--- src/design/sws_pkg.sv ---
`timescale 1ns / 1ps
`default_nettype none
// ----------------------------------------------------------------------------
// sws_pkg
// Shared types for the signed word sorter: beat payloads and the control
// groups passed between the sequencer and the store.
// ----------------------------------------------------------------------------
package sws_pkg;

  localparam int unsigned WORD_W = 32;

  typedef struct packed {
    logic signed [WORD_W-1:0] value;
    logic                     end_of_set;
  } in_beat_t;

  typedef struct packed {
    logic signed [WORD_W-1:0] sorted_value;
    logic                     last_result;
    logic                     overflowed;
  } out_beat_t;

  typedef struct packed {
    logic we;
    logic re;
  } mem_ctl_t;

  typedef struct packed {
    logic valid;
    logic last;
    logic ovf;
  } emit_t;

  typedef enum logic [3:0] {
    S_IDLE = 4'b0001,
    S_INS  = 4'b0010,
    S_PUT  = 4'b0100,
    S_EMIT = 4'b1000
  } state_t;

endpackage
`default_nettype wire

--- src/design/sws_ctrl.sv ---
`timescale 1ns / 1ps
`default_nettype none
// ----------------------------------------------------------------------------
// sws_ctrl
// Insertion and drain sequencer: one shared signed comparator walks the
// store downward, shifting one entry per cycle, then reads the set out.
// ----------------------------------------------------------------------------
module sws_ctrl #(
  parameter int CAPACITY = 64,
  parameter int AW       = 6
) (
  input  wire logic                        clk,
  input  wire logic                        rst,
  input  wire logic                        start,
  output logic                             busy,
  input  wire sws_pkg::in_beat_t           item,
  input  wire logic [sws_pkg::WORD_W-1:0]  rdata,
  output sws_pkg::mem_ctl_t                mem_ctl,
  output logic [AW-1:0]                    waddr,
  output logic [AW-1:0]                    raddr,
  output logic [sws_pkg::WORD_W-1:0]       wdata,
  output sws_pkg::emit_t                   emit
);

  localparam int CW = $clog2(CAPACITY + 1);

  sws_pkg::state_t state, state_next;
  logic [CW-1:0] count, count_next;
  logic [CW-1:0] pos, pos_next;
  logic [AW-1:0] idx, idx_next;
  logic          ovf, ovf_next;
  logic [sws_pkg::WORD_W-1:0] v, v_next;
  logic          closing, closing_next;
  sws_pkg::emit_t emit_next;
  logic          greater;
  logic          at_last;
  logic [CW-1:0] count_m1;
  logic [CW-1:0] pos_m2;

  assign busy     = (state != sws_pkg::S_IDLE);
  assign greater  = $signed(rdata) > $signed(v);
  assign count_m1 = count - CW'(1);
  assign pos_m2   = pos - CW'(2);
  assign at_last  = (CW'(idx) == count_m1);

  always_comb begin
    state_next   = state;
    count_next   = count;
    pos_next     = pos;
    idx_next     = idx;
    ovf_next     = ovf;
    v_next       = v;
    closing_next = closing;
    mem_ctl      = '0;
    waddr        = '0;
    raddr        = '0;
    wdata        = v;
    emit_next    = '0;
    case (state)
      sws_pkg::S_IDLE: begin
        idx_next = '0;
        if (start) begin
          v_next       = item.value;
          closing_next = item.end_of_set;
          if (count < CW'(CAPACITY)) begin
            if (count == '0) begin
              mem_ctl.we = 1'b1;
              wdata      = item.value;
              count_next = CW'(1);
              if (item.end_of_set) begin
                state_next = sws_pkg::S_EMIT;
              end
            end else begin
              mem_ctl.re = 1'b1;
              raddr      = count_m1[AW-1:0];
              pos_next   = count;
              state_next = sws_pkg::S_INS;
            end
          end else begin
            ovf_next = 1'b1;
            if (item.end_of_set) begin
              state_next = sws_pkg::S_EMIT;
            end
          end
        end
      end
      sws_pkg::S_INS: begin
        mem_ctl.we = 1'b1;
        waddr      = pos[AW-1:0];
        if (greater) begin
          wdata = rdata;
          if (pos == CW'(1)) begin
            pos_next   = '0;
            state_next = sws_pkg::S_PUT;
          end else begin
            mem_ctl.re = 1'b1;
            raddr      = pos_m2[AW-1:0];
            pos_next   = pos - CW'(1);
          end
        end else begin
          wdata      = v;
          count_next = count + CW'(1);
          state_next = closing ? sws_pkg::S_EMIT : sws_pkg::S_IDLE;
        end
      end
      sws_pkg::S_PUT: begin
        mem_ctl.we = 1'b1;
        waddr      = '0;
        wdata      = v;
        count_next = count + CW'(1);
        state_next = closing ? sws_pkg::S_EMIT : sws_pkg::S_IDLE;
      end
      sws_pkg::S_EMIT: begin
        mem_ctl.re     = 1'b1;
        raddr          = idx;
        emit_next.valid = 1'b1;
        emit_next.last  = at_last;
        emit_next.ovf   = ovf;
        if (at_last) begin
          count_next = '0;
          ovf_next   = 1'b0;
          idx_next   = '0;
          state_next = sws_pkg::S_IDLE;
        end else begin
          idx_next = idx + AW'(1);
        end
      end
      default: begin
        state_next = sws_pkg::S_IDLE;
      end
    endcase
  end

  always_ff @(posedge clk) begin
    if (rst) begin
      state <= sws_pkg::S_IDLE;
      count <= '0;
      ovf   <= 1'b0;
      idx   <= '0;
      emit  <= '0;
    end else begin
      state <= state_next;
      count <= count_next;
      ovf   <= ovf_next;
      idx   <= idx_next;
      emit  <= emit_next;
    end
  end

  always_ff @(posedge clk) begin
    pos     <= pos_next;
    v       <= v_next;
    closing <= closing_next;
  end

endmodule
`default_nettype wire

--- src/design/signed_word_sorter.sv ---
`timescale 1ns / 1ps
`default_nettype none
// ----------------------------------------------------------------------------
// signed_word_sorter
// Insertion sort of signed 32-bit words into an on-chip store; a beat with
// end_of_set drains the set in ascending order, one result beat per cycle.
// ----------------------------------------------------------------------------
// insert: written directly into an empty store, else the larger entries shift up
// (one store read and one write per cycle through a single comparator)
// closing beat: after the insert, one read per stored entry; results follow through
// the read and result registers, one per cycle; busy drops after the last read issues
// synchronous reset empties the set; store contents are not cleared
// results cannot be stalled by the receiver
module signed_word_sorter #(
  parameter int CAPACITY = 64
) (
  input  wire logic               clk,
  input  wire logic               rst,
  input  wire logic               start,
  output logic                    busy,
  input  wire sws_pkg::in_beat_t  item,
  output logic                    result_strobe,
  output sws_pkg::out_beat_t      result
);

  localparam int AW = (CAPACITY > 1) ? $clog2(CAPACITY) : 1;

  sws_pkg::mem_ctl_t              mem_ctl;
  logic [AW-1:0]                  waddr;
  logic [AW-1:0]                  raddr;
  logic [sws_pkg::WORD_W-1:0]     wdata;
  logic [sws_pkg::WORD_W-1:0]     rdata;
  sws_pkg::emit_t                 emit;
  logic [sws_pkg::WORD_W-1:0]     store [CAPACITY];

  sws_ctrl #(
    .CAPACITY (CAPACITY),
    .AW       (AW)
  ) u_ctrl (
    .clk     (clk),
    .rst     (rst),
    .start   (start),
    .busy    (busy),
    .item    (item),
    .rdata   (rdata),
    .mem_ctl (mem_ctl),
    .waddr   (waddr),
    .raddr   (raddr),
    .wdata   (wdata),
    .emit    (emit)
  );

  always_ff @(posedge clk) begin
    if (mem_ctl.we) begin
      store[waddr] <= wdata;
    end
    if (mem_ctl.re) begin
      rdata <= store[raddr];
    end
  end

  always_ff @(posedge clk) begin
    if (rst) begin
      result_strobe <= 1'b0;
    end else begin
      result_strobe <= emit.valid;
    end
  end

  always_ff @(posedge clk) begin
    result.sorted_value <= rdata;
    result.last_result  <= emit.last;
    result.overflowed   <= emit.ovf;
  end

endmodule
`default_nettype wire
--- config.mk ---
export PLATFORM = sky130hd
export DESIGN_NAME = signed_word_sorter
export DESIGN_NICKNAME = d
export VERILOG_FILES = /design/src/design/sws_pkg.sv /design/src/design/sws_ctrl.sv /design/src/design/signed_word_sorter.sv
export SDC_FILE = /design/constraint.sdc
export NUM_CORES = 2
export LEC_CHECK = 0
export BUFFER_PORTS_ARGS = -buffer_cell sky130_fd_sc_hd__clkbuf_2
export CORE_MARGIN = 2
export CORE_UTILIZATION = 50
export CTS_BUF_LIST = sky130_fd_sc_hd__clkbuf_8
export DETAILED_ROUTE_END_ITERATION = 10
export GPL_TIMING_DRIVEN = 0
export PLACE_DENSITY = 0.68
export SKIP_CTS_REPAIR_TIMING = 1
export SLEW_MARGIN = 20
export SYNTH_ARGS = -nofsm -noshare
export SYNTH_HDL_FRONTEND = slang
export SYNTH_HIERARCHICAL = 1
export SYNTH_SLANG_ARGS = --single-unit
--- constraint.sdc ---
create_clock -name clk -period 16.51 [get_ports clk]
set_input_delay 0.8255 -clock clk [delete_from_list [all_inputs] [get_ports clk]]
set_output_delay 0.8255 -clock clk [all_outputs]
set_load 0.005 [all_outputs]
# Yosys cells after proc, flatten, opt, wreduce, memory -nomap -nowiden
# Memory sizes are Yosys's and may differ from the RTL's. A register that Yosys moved wholly into a read port is not among the register bits.
# Cells that the tools add are included.
# totals
register_bits	96
mem_bits_rw	2048
in_bits	36
out_inout_bits	36
word_cells	100
memories	1
# classes
addsub	5
magnitude_cmp	2
n_eq_ne	16
muxes	50
n_bitwise	1
reduce_logical	11
# memory_table
memory	words	word_bits	rd	rd_ports_with_merged_regs	wr	line_no	text
store	64	32	1	1	1	signed_word_sorter.sv:34	logic [sws_pkg::WORD_W-1:0] store [CAPACITY];
# op_table
operator	count
32-bit two-way mux	4
7-bit two-way mux	10
32-bit one-hot mux with 2 select lines	1
6-bit two-way mux	7
32-bit greater-than comparator	1
4-bit two-way mux	8
7-bit one-hot mux with 4 select lines	1
6-bit one-hot mux with 3 select lines	1
4-bit one-hot mux with 4 select lines	1
7-bit one-hot mux with 2 select lines	1
7-bit by 1-bit subtractor with 7-bit output (second input constant)	2
6-bit one-hot mux with 2 select lines	1
1-bit two-way mux	9
2-bit by 1-bit inequality test with 1-bit output (second input constant)	4
2-bit inequality test (second input constant)	4
7-bit by 1-bit adder with 7-bit output (second input constant)	1
6-bit by 7-bit equality test with 1-bit output	1
7-bit by 1-bit equality test with 1-bit output (second input constant)	1
7-bit zero test	1
7-bit < comparator (second input constant)	1
6-bit by 1-bit adder with 6-bit output (second input constant)	1
6-bit AND reduction	1
6-bit by 2-bit subtractor with 6-bit output (second input constant)	1
5-bit AND reduction	1
other kinds (17)	21

# Longest topological paths before layout
# depth
word_depth	7
depth_mapped	19
ltp_nobuf	14

# Modules after synthesis
# The synthesis kept the hierarchy.
# modules_own_cells
mod	instances	cells_each	area_each_um2	seq_area_each_um2
signed_word_sorter	1	3406	79623.9	63160.6
sws_ctrl	1	467	4254.1	1621.6

# Worst setup path before layout
# OpenSTA, ideal clock, no wires.
# synth_timing
kind	register to register
start	reg rdata[14] in the netlist's numbering, read port of store
end	mem store[0][10] in the netlist's numbering (data pin)
setup_ns	0.721
arrival_ns	5.212
required_time_ns	15.789
setup_slack_ns	10.577
stages_incl_launch_ff	12
n_path_buf	3
cell_sequence	edfxtp_1 > ha_1 > a21oi_1 > nand2_1 > a221o_1 > or3_1 > a211o_1 > and3_4 > buf_6 > buf_2 > buf_2 > o31ai_1
# synth_between
elab_chain_cells	3
# synth_rtl
element	line_no	text
start: declaration	signed_word_sorter.sv:32	logic [sws_pkg::WORD_W-1:0] rdata;
32-bit greater-than comparator	sws_ctrl.sv:41	assign greater = $signed(rdata) > $signed(v);
32-bit two-way mux	sws_ctrl.sv:90	if (greater) begin
32-bit one-hot mux with 2 select lines	sws_ctrl.sv:59	case (state)
via wdata (one bit)	signed_word_sorter.sv:31	logic [sws_pkg::WORD_W-1:0] wdata;
end: declaration	signed_word_sorter.sv:34	
# The timed path passes the listed nets, and every way through them passes these cells.

# Worst setup path after layout
# layout_timing
start	reg rdata[21] in the netlist's numbering, read port of store
end	reg rdata[2] in the netlist's numbering, read port of store (data pin)
# layout_between
elab_chain_cells	3
# layout_rtl
element	line_no	text
32-bit greater-than comparator	sws_ctrl.sv:41	
6-bit two-way mux	sws_ctrl.sv:90	
6-bit one-hot mux with 3 select lines	sws_ctrl.sv:59	
via raddr[1]	signed_word_sorter.sv:30	logic [AW-1:0] raddr;
# The timed path passes the listed nets, and every way through them passes these cells.
# A chain may end at the register's enable or synchronous reset.

==> summary.log <==
[run_status] run status complete, no violations
[die] Initial Util 50.3%
[timing] slew at the pin closest to its max-slew limit 1.35 ns
[synthesis] post-synth cell types 60
[clock_network] buffer levels on the longest clock path 4
[setup_path] Worst Path Max Fanout 10
[power_and_ir_drop] power density cells 148 nW/um2
[setup_path] worst path bufs/invs 3
[drt] via count 45000
[drt] total iterations of the first detailed-routing run 9
[die] number of rows created at floorplan 150
[placement] HPWL reported at the end of detailed placement 167000 um
[synthesis] average cell area after synthesis 21.7 um2
[synthesis] sequential area share after synthesis 77.2%
[setup_path] endpoint of the most critical register-to-register path rdata[2]
[setup_path] depth of the worst register-to-register path 15
[final_layout] number of fill cells in the layout 11600
[timing] Max Clock Skew 0.0869 ns
[timing] final hold violations 0
[worst_hold_path] kind of path behind the tightest hold check input pin to register
[setup_path] endpoint type of the worst setup path register
[placement] post-placement setup slack 9.13 ns
[timing] Final Max Tran Viols 0
[drt] per-cell via count in the routed design 6.42
[worst_hold_path] Hold Path Cell Cnt 1
[grt] vias in the first global route 44100
[die] die width 414 um
[final_layout] fraction of final layout cells sized beyond drive strength 1 31.6%
[synthesis] warning count from the yosys run 6
[placement] number of cells in the design after placement 6366
[setup_path] category of the critical setup timing path register to register
[synthesis] total standard cell area after synthesis 83900 um2
[synthesis] proportion of synthesized flip-flops having asynchronous set or reset 0%
[setup_path] Crit Reg-Reg Startpoint rdata[21]
[setup_path] ordered cell list for the critical path ha_1 > a21oi_1 > o21ai_1 > a22o_1 > or4_1 > a22oi_1 > nand4_1 > o221ai_1 > buf_4 > buf_2 > buf_1 > mux4_2 > o22ai_1 > nor3_1 > o22a_1
[drt] Post-DRT Antenna Nets 0
[final_layout] number of nets in the final layout 4611
[setup_path] Top delay family on crit path compound AO/OA/AOI/OAI gates
[clock_network] TritonCTS clock tree done
[timing] final worst-path cycle share 46.8%
[die] I/O pin count 72
[final_layout] signed area change from the synthesized netlist to the final layout 17.2%
[grt] global-route usage over all layers 28.1%
[clock_network] clock-pin slew reported for the worst setup and hold paths after clock tree synthesis 0.06 ns
[synthesis] number of synthesized flops with an enable pin 2120
[final_layout] area taken by flip-flops and latches 64800 um2
[power_and_ir_drop] Static Leak 31.0 nW
[timing] final worst setup slack 8.78 ns
[timing] worst rel slew slack 9.00%
[drt] 1st-iter DRT viols 6272
[die] area of the core region 167000 um2
[synthesis] count of mapped cells out of synthesis 3873
[worst_hold_path] worst hold endpoint u_ctrl/v[31]
[grt] first-pass GRT wire length 332000 um
[setup_path] slack of the worst reg-to-reg path 8.78 ns
[setup_path] Setup crit start kind register
[drt] Residual DRC 0
[clock_network] number of levels in the clock H-tree 5
[clock_network] cell at the root of the clock tree sky130_fd_sc_hd__clkbuf_8
[grt] maximum number of pins on one net before global-route repair 65
[timing] setup_tns 0 ns
[setup_path] Crit path required time 17.38 ns
[timing] setup repair after global routing missed its margin no
[final_layout] area used by multi-input combinational logic 18700 um2
[die] Die H 414 um
[timing] Fmax achieved 129 MHz
[drt] routed len/inst 34.1 um
[placement] number of buffers inserted by port buffering 71
[placement] Placer Congestion 0.901
[synthesis] cell type with the largest total area after synthesis sky130_fd_sc_hd__edfxtp_1
[timing] worst hold slack after final layout 0.0294 ns
[setup_path] Crit path arrival time 8.61 ns
[drt] Total Wirelength 238000 um
[clock_network] worst-skew pair later-pin latency 1.04 ns
[clock_network] clk sink count 2176
[synthesis] leading cell types by total area after synthesis sky130_fd_sc_hd__edfxtp_1, sky130_fd_sc_hd__mux4_2, sky130_fd_sc_hd__dfxtp_1
[clock_network] TritonCTS buffer count 353
[timing] number of setup violations in the final report 0
[timing] post-route minimum period 7.73 ns
[grt] global-route congestion overflow total 0
[die] die footprint 171000 um2
[grt] initial antenna violation count 15
[synthesis] number of nets produced by synthesis 3948
[worst_hold_path] Min-Delay Startpoint item[32]
[power_and_ir_drop] worst voltage drop across the vdd grid 0.0870 mV
[setup_path] largest stage delay on the critical path 1.05 ns
[run] max-capacitance violation count 0
[synthesis] top flip-flop cell by instance count after synthesis sky130_fd_sc_hd__edfxtp_1
[synthesis] flop and latch count out of synthesis 2176
[setup_path] Critical-path top delay cell sky130_fd_sc_hd__nor3_1
[final_layout] post-route core utilization 58.9%
[final_layout] non-filler cells, final 6997
[synthesis] fraction of synthesized cell area taken by the top area cell type 75.9%
[layout make-up]
class | count | area share (%)
diodes | 8 | 0.0204
plain buffers | 216 | 1.27
clock buffers | 369 | 5.17
clock inverters | 235 | 1.21
inverters | 42 | 0.160
multi-input cells | 1439 | 19.1
flip-flops and latches | 2176 | 65.9
well taps | 2204 | 2.81
repair buffers | 308 | 4.39
[report_power, final]
| part | switching [mW] | total [mW] | internal, mW |
|---|---|---|---|
| Combinational | 2.28 | 3.43 | 1.15 |
| Sequential | 0.0751 | 6.86 | 6.79 |
| Clock | 2.07 | 4.26 | 2.20 |
[cells in the final DEF (no fill, tap or decap), types with 10 or more instances in the layout]
cell type,synthesis,layout
sky130_fd_sc_hd__buf_8,0,54
sky130_fd_sc_hd__o21ai_0,19,19
sky130_fd_sc_hd__buf_16,0,53
sky130_fd_sc_hd__buf_4,29,37
sky130_fd_sc_hd__a22oi_1,61,61
sky130_fd_sc_hd__clkbuf_8,0,369
sky130_fd_sc_hd__o22ai_1,115,115
sky130_fd_sc_hd__nor2b_1,34,34
sky130_fd_sc_hd__o22a_1,27,27
sky130_fd_sc_hd__ha_1,39,39
sky130_fd_sc_hd__inv_1,42,145
sky130_fd_sc_hd__nand2b_1,17,17
sky130_fd_sc_hd__clkinv_1,0,83
sky130_fd_sc_hd__clkinv_2,0,35
sky130_fd_sc_hd__mux2_2,42,42
sky130_fd_sc_hd__a211oi_1,37,37
sky130_fd_sc_hd__nand3_1,36,35
sky130_fd_sc_hd__mux4_2,498,498
sky130_fd_sc_hd__nor4_2,0,16
sky130_fd_sc_hd__a21oi_1,27,27
sky130_fd_sc_hd__clkbuf_2,2,79
sky130_fd_sc_hd__buf_2,68,75
sky130_fd_sc_hd__buf_6,31,92
sky130_fd_sc_hd__clkbuf_1,76,70
sky130_fd_sc_hd__dfxtp_1,56,56
sky130_fd_sc_hd__xnor2_1,10,10
sky130_fd_sc_hd__mux2i_1,55,55
sky130_fd_sc_hd__buf_12,0,36
sky130_fd_sc_hd__nor2_4,0,63
sky130_fd_sc_hd__edfxtp_1,2120,2120
sky130_fd_sc_hd__nand2_1,64,64
sky130_fd_sc_hd__xor2_1,10,10
sky130_fd_sc_hd__dlygate4sd3_1,0,18
sky130_fd_sc_hd__nor2_1,118,55
sky130_fd_sc_hd__nor3_1,18,16
sky130_fd_sc_hd__o31ai_4,0,31
sky130_fd_sc_hd__o221ai_1,39,37
sky130_fd_sc_hd__nand4_1,25,25
[stage by stage]
step / power, mW / instance area (um2)
floorplan: 8.63 / 83900
global placement: 10.0 / 87000
detailed placement: 10.3 / 91800
CTS: 14.5 / 98100
global route: 14.9 / 98300
finish: 14.6 / 98300
[logic make-up (layout without fill, tap and decap cells)]
| group | after synthesis | in the layout | share of synthesized area, % |
|---|---|---|---|
| other | 0 | 8 | 0 |
| xor gates and xnor gates | 20 | 20 | 0.209 |
| DFF | 2176 | 2176 | 77.2 |
| AOI/OAI and AO/OA | 404 | 404 | 3.44 |
| muxes | 595 | 595 | 14.6 |
| and+or+nand+nor | 381 | 381 | 2.27 |
| buffers and inverters | 258 | 1170 | 1.67 |
| adders and majority gates | 39 | 39 | 0.582 |
[cell usage after synthesis (8+ instances only)]
cell                          n
sky130_fd_sc_hd__o31ai_1     31
sky130_fd_sc_hd__buf_6       31
sky130_fd_sc_hd__nand3_1     36
sky130_fd_sc_hd__nor2_1     118
sky130_fd_sc_hd__mux2_2      42
sky130_fd_sc_hd__edfxtp_1  2120
sky130_fd_sc_hd__a211oi_1    37
sky130_fd_sc_hd__xnor2_1     10
sky130_fd_sc_hd__nand4_1     25
sky130_fd_sc_hd__mux2i_1     55
sky130_fd_sc_hd__buf_2       68
sky130_fd_sc_hd__inv_1       42
sky130_fd_sc_hd__nor4_1      21
sky130_fd_sc_hd__a21oi_1     27
sky130_fd_sc_hd__clkbuf_1    76
sky130_fd_sc_hd__dfxtp_1     56
sky130_fd_sc_hd__o21ai_0     19
sky130_fd_sc_hd__o22a_1      27
sky130_fd_sc_hd__a22oi_1     61
sky130_fd_sc_hd__ha_1        39
sky130_fd_sc_hd__a31oi_1      8
sky130_fd_sc_hd__o221ai_1    39
sky130_fd_sc_hd__nor2b_1     34
sky130_fd_sc_hd__buf_4       29
sky130_fd_sc_hd__mux4_2     498
sky130_fd_sc_hd__and2_1       8
sky130_fd_sc_hd__o22ai_1    115
sky130_fd_sc_hd__nand2_1     64
sky130_fd_sc_hd__xor2_1      10
sky130_fd_sc_hd__nor3_1      18
sky130_fd_sc_hd__buf_1       10
sky130_fd_sc_hd__nand2b_1    17
[routing by layer]
metal | vias to the layer above | wire length (um) | global-route usage, %
met5 | - | 46 | 0
met4 | 6 | 11400 | 12.7
li1 | 17800 | - | -
met3 | 545 | 28300 | 6.89
met2 | 3106 | 109000 | 42.3
met1 | 23500 | 89100 | 39.1
[flip-flops by register name, indices dropped and copies added, names as in the netlist]
signal and cells:
u_ctrl/ovf 1, store 2048, u_ctrl/state 4, u_ctrl/pos 7, rdata 32, u_ctrl/v 32
u_ctrl/idx 6, u_ctrl/emit 3, u_ctrl/closing 1, result 34, result_strobe 1, u_ctrl/count 7
[worst max-delay path by stage]
stage | endpoint | start | slack (ns) | cells after the start
floorplan | store[0][10] | rdata[14] | 10.58 | 11
global placement | store[26][16] | rdata[5] | 4.79 | 11
detailed placement | rdata[2] | rdata[26] | 9.13 | 15
CTS | rdata[2] | rdata[26] | 9.12 | 15
global route | rdata[18] | rdata[26] | 8.92 | 15
finish | rdata[2] | rdata[21] | 8.78 | 15
(Power assumes the default switching activity.)
